**config.mk**
```make
export PLATFORM = sky130hd
export DESIGN_NAME = rps_ctrl
export DESIGN_NICKNAME = d
export VERILOG_FILES = /design/src/rtl/rps_pkg.sv /design/src/rtl/rps_ctrl.sv
export SDC_FILE = /design/constraint.sdc
export NUM_CORES = 1
export LEC_CHECK = 0
export BUFFER_PORTS_ARGS = -buffer_cell sky130_fd_sc_hd__buf_2
export CORE_AREA = 2 2 39 41
export CTS_CLUSTER_SIZE = 30
export DETAILED_ROUTE_END_ITERATION = 7
export DIE_AREA = 0 0 41 43
export HOLD_SLACK_MARGIN = 0.03
export PLACE_DENSITY_LB_ADDON = 0.15
export SLEW_MARGIN = 20
export SYNTH_ARGS = -nofsm -noshare
export SYNTH_HDL_FRONTEND = slang
export SYNTH_SLANG_ARGS = --single-unit
```
**constraint.sdc**
```tcl
create_clock -name clock -period 1.8 [get_ports clock]
set_clock_uncertainty 0.2 [all_clocks]
set_input_delay 0.18 -clock clock [delete_from_list [all_inputs] [get_ports clock]]
set_output_delay 0.18 -clock clock [all_outputs]
set_load 0.01 [all_outputs]
```
**src/rtl/rps_pkg.sv**
```systemverilog
// ----------------------------------------------------------------------------
// rps_pkg
// Shared constants and controller/datapath interface types for the reserved
// page set.
// ----------------------------------------------------------------------------
package rps_pkg;

   // Set size and derived widths
   localparam int CAPACITY   = 4096;
   localparam int IDX_W      = (CAPACITY > 1) ? $clog2(CAPACITY) : 1;
   localparam int COUNT_W    = $clog2(CAPACITY + 1);
   localparam int ADDR_W     = 52;
   localparam int ENTRY_W    = 13;
   localparam int PAGE_OFS_W = 12;

   // Item commands
   localparam logic CMD_INSERT = 1'b0;
   localparam logic CMD_LOOKUP = 1'b1;

   // Commands from controller to datapath
   typedef struct packed {
      logic load;    // capture a new item, clear the search
      logic scan;    // step the search one entry
      logic finish;  // commit the insert and register the result
   } dp_cmd_type;

   // Status from datapath to controller
   typedef struct packed {
      logic skip;      // new item is an unaligned lookup: no search needed
      logic scan_end;  // every held entry has been compared
      logic hit;       // address matched a held entry
   } dp_status_type;

endpackage

```
**src/rtl/rps_ctrl.sv**
```systemverilog
// ----------------------------------------------------------------------------
// rps_ctrl
// Controller for the reserved page set: accepts an item, runs the linear
// search, then commits and issues the result.
// ----------------------------------------------------------------------------
module rps_ctrl (
   input  logic                   clock,
   input  logic                   reset,
   input  logic                   start,
   output logic                   busy,
   input  rps_pkg::dp_status_type status,
   output rps_pkg::dp_cmd_type    cmd
);

   localparam logic [1:0] ST_IDLE   = 2'd0;
   localparam logic [1:0] ST_SCAN   = 2'd1;
   localparam logic [1:0] ST_FINISH = 2'd2;

   logic [1:0] state_ff;
   logic [1:0] state_in;

   // Next state and datapath commands
   always_comb begin
      state_in   = state_ff;
      cmd.load   = 1'b0;
      cmd.scan   = 1'b0;
      cmd.finish = 1'b0;
      case (state_ff)
         ST_IDLE: begin
            if (start) begin
               cmd.load = 1'b1;
               state_in = status.skip ? ST_FINISH : ST_SCAN;
            end
         end
         ST_SCAN: begin
            cmd.scan = 1'b1;
            if (status.hit || status.scan_end) begin
               state_in = ST_FINISH;
            end
         end
         ST_FINISH: begin
            cmd.finish = 1'b1;
            state_in   = ST_IDLE;
         end
         default: begin
            state_in = ST_IDLE;
         end
      endcase
   end

   always_ff @(posedge clock) begin
      if (reset) begin
         state_ff <= ST_IDLE;
      end else begin
         state_ff <= state_in;
      end
   end

   assign busy = (state_ff != ST_IDLE);

endmodule

```
==> results.rst <==
.. list-table::
   :header-rows: 1

   * - Metric
     - Value
   * - Util after Layout
     - 15.0%
   * - Global placer's final weighted congestion
     - 0.543
   * - # setup viols final
     - 0
   * - Highest clock rate
     - 688 MHz
   * - Pwr/cell area
     - 844 mW/mm²
   * - Num Clock Sinks
     - 2
   * - Outcome
     - finished, final reports clean
   * - Post-DP HPWL
     - 241 µm
   * - Crit Path Max Fanout
     - 6
   * - Max rail drop VDD
     - 0.145 mV
   * - Number of synthesized register bits
     - 2
   * - Setup crit end kind
     - primary output
   * - Reported leakage power
     - 0.112 nW
   * - Total of hold buffers inserted after clock tree synthesis
     - 1
   * - Final clock period utilization by the worst path
     - 80.7%
   * - Nature of the critical path startpoint
     - flip-flop
   * - Area of all placed cells without fillers
     - 208 µm²
   * - Overflow after GRT
     - 0
   * - All-Layer GR Usage
     - 4.91%
   * - Registers with the highest flip-flop counts
     - state_ff (2)
   * - Maximum number of buffers from clock root to sink
     - 2
   * - Synth Net Count
     - 19
   * - Post-route setup slack
     - 0.347 ns
   * - Count of unique library cells instantiated by Yosys
     - 9
   * - Number of cell rows
     - 14
   * - Critical path class
     - flip-flop to primary output
   * - Number of setup buffers added after CTS
     - 0
   * - Final Hold Violating Endpoints
     - 0
   * - Most area-consuming cells after synthesis
     - sky130_fd_sc_hd__dfxtp_1 36%, sky130_fd_sc_hd__or4b_1 18%, sky130_fd_sc_hd__a21oi_1 9.1%
   * - Post-layout nets
     - 34
   * - Count of vias placed by the detailed router
     - 145
   * - Floorplan die height
     - 43 µm
   * - Post-synth design cell area
     - 110 µm²
   * - Per-cell routed wire length
     - 7.76 µm
   * - Post-Syn Instances
     - 13
   * - Register with the most flip-flops
     - state_ff
   * - Ratio of cells with drive above 1 in the final layout
     - 50.0%
   * - Final sum of negative setup slack
     - 0 ns
   * - First DRT Iteration DRCs
     - 3
   * - Clk network pwr share
     - 55.1%
   * - Starting density of the core
     - 7.96%
   * - Actual transition at the worst max-transition pin
     - 0.158 ns
   * - Area share of the largest cell type after synthesis
     - 36.4%
   * - Cell taking the most area after synthesis
     - sky130_fd_sc_hd__dfxtp_1
   * - Final Critical Period
     - 1.45 ns
   * - Post-DR vias/cell
     - 3.45
   * - Logic gate share of total power
     - 16.3%
   * - Power Internal
     - 0.137 mW
   * - EDFF count, synth
     - 0
   * - Routed Antenna Nets
     - 0
   * - Flip-flop count of the largest register after layout
     - 2
   * - Sequential share of the synthesized area
     - 36.4%
   * - TritonCTS clock tree
     - built
   * - DRC violation count after routing
     - 0
   * - Worst Setup SP
     - state_ff[0]$_SDFFE_PP0P_
   * - CTS resizes
     - 0
   * - Most common flop cell mapped by yosys
     - sky130_fd_sc_hd__dfxtp_1
   * - End point of the critical path
     - cmd[2]
   * - Clock buffer count from CTS
     - 3
   * - PortBufs
     - 9
   * - Number of search-and-repair iterations in the first detailed-routing pass
     - 4
   * - Proportion of synthesized flip-flops having asynchronous set or reset
     - 0%
   * - Clock root buffer master
     - sky130_fd_sc_hd__clkbuf_4
   * - Reg-to-reg critical path endpoint
     - state_ff[1]$_SDFFE_PP0P_
   * - Vias in the first global route
     - 115
   * - Synth cell count leaders
     - 2 x sky130_fd_sc_hd__a21oi_1, 2 x sky130_fd_sc_hd__dfxtp_1, 2 x sky130_fd_sc_hd__nor2_1, 2 x sky130_fd_sc_hd__or4b_1
   * - Number of fill cells in the layout
     - 160
   * - Die area
     - 0.00176 mm²
   * - Worst slew margin relative to its limit
     - 89.5%
   * - Setup WS pre-CTS
     - 0.414 ns
   * - Pin count of the biggest net entering global routing
     - 7
   * - Sequential group share of total power
     - 28.6%
   * - R2r worst-path depth
     - 2
   * - Number of antenna violations at the first check in global routing
     - 0
   * - Boundary pin count
     - 10
   * - Unrepaired setup endpoints after global routing
     - no
   * - Flop2flop setup slack
     - 0.42 ns
   * - H-tree depth
     - 1
   * - Syn-to-layout area delta
     - 88.6%
   * - Total number of yosys warnings
     - 0
   * - Synthesized area per cell
     - 8.47 µm²
   * - Path category of the worst min-delay check
     - input pin to flip-flop
   * - Data arrival time of the critical path
     - 1.07 ns
   * - Data required time at the worst endpoint
     - 1.42 ns
   * - Core Area
     - 0.00138 mm²
   * - Later-pin clock latency in the skew report
     - 0.22 ns
   * - Sw Pwr
     - 0.0384 mW
   * - Antenna Diode Count
     - 0
   * - First-pass GRT wire length
     - 448 µm
   * - Die width
     - 41 µm
   * - Post-placement cell area
     - 175 µm²
   * - Switching Share
     - 21.9%
   * - Max-cap violation count
     - 0
   * - Beginning of the worst register-to-register path
     - state_ff[1]$_SDFFE_PP0P_
   * - Register clock-pin slew on the reported worst setup and hold paths
     - 0.03 ns
   * - Slew Limit Fails
     - 0
   * - Total detailed-routing wirelength
     - 326 µm
worst max-delay path: stages, from the launching register on:
cell	delay [ns]
sky130_fd_sc_hd__dfxtp_1	0.33
sky130_fd_sc_hd__or2_2	0.31
sky130_fd_sc_hd__nor2_1	0.08
sky130_fd_sc_hd__buf_2	0.13
worst min-delay path by stage:
stage	start	to	slack [ns]	depth (start not counted)
2_1_floorplan	reset	state_ff[0]$_SDFFE_PP0P_	0.05	1
3_3_place_gp	reset	state_ff[0]$_SDFFE_PP0P_	0.16	2
3_5_place_dp	reset	state_ff[0]$_SDFFE_PP0P_	0.16	2
4_1_cts	status[2]	state_ff[0]$_SDFFE_PP0P_	0.04	3
5_1_grt	status[2]	state_ff[0]$_SDFFE_PP0P_	0.03	3
6_report	status[2]	state_ff[0]$_SDFFE_PP0P_	0.05	3
per-layer routing:
metal  routed length (µm)  share of wire, %  GRT usage, %
met1                  134                41          2.56
met2                  137                42          5.31
met3                   53                16          6.28
met4                    0                 0          8.00
met5                    0                 0             0
cells in the final DEF (no fill, tap or decap), types with 2 or more instances in the layout:
master / n
sky130_fd_sc_hd__a21oi_1: 2
sky130_fd_sc_hd__buf_2: 9
sky130_fd_sc_hd__clkbuf_4: 3
sky130_fd_sc_hd__dfxtp_1: 2
sky130_fd_sc_hd__nor2_1: 2
sky130_fd_sc_hd__or4b_1: 2
power groups by stage:
| stage | combinational [mW] | clock [mW] | sequential (mW) |
|---|---|---|---|
| 3_5_place_dp | 0.0272 | 0 | 0.0509 |
| 2_1_floorplan | 0.0139 | 0 | 0.0499 |
| 5_1_grt | 0.0321 | 0.114 | 0.0509 |
| 4_1_cts | 0.0290 | 0.104 | 0.0503 |
| 3_3_place_gp | 0.0270 | 0 | 0.0507 |
| 6_report | 0.0286 | 0.0966 | 0.0502 |
final cells by class:
class,instances,area (µm²),share of cell area (%)
sequential,2,40.0,19.3
timing repair buffer,10,55.1,26.5
inverter,1,3.75,1.81
clock buffer,3,22.5,10.8
multi-input combinational,10,66.3,31.9
tap,16,20.0,9.64
kinds of logic (layout without fill, tap and decap cells):
logic type      after synthesis  in the layout  share of synthesized area [%]
simple gates                  8              8                           51.2
compound gates                2              2                           9.09
flops                         2              2                           36.4
buf+inv                       1             14                           3.41
metrics by stage:
stage	hold WS, ns	total power [mW]	instances
after floorplan	0.0491	0.0639	13
after global placement	0.163	0.0777	38
after detailed placement	0.164	0.0780	38
after CTS	0.0372	0.183	42
after global routing	0.0315	0.197	42
final	0.0480	0.175	42
Note: power is estimated with default switching activity, not from simulation.
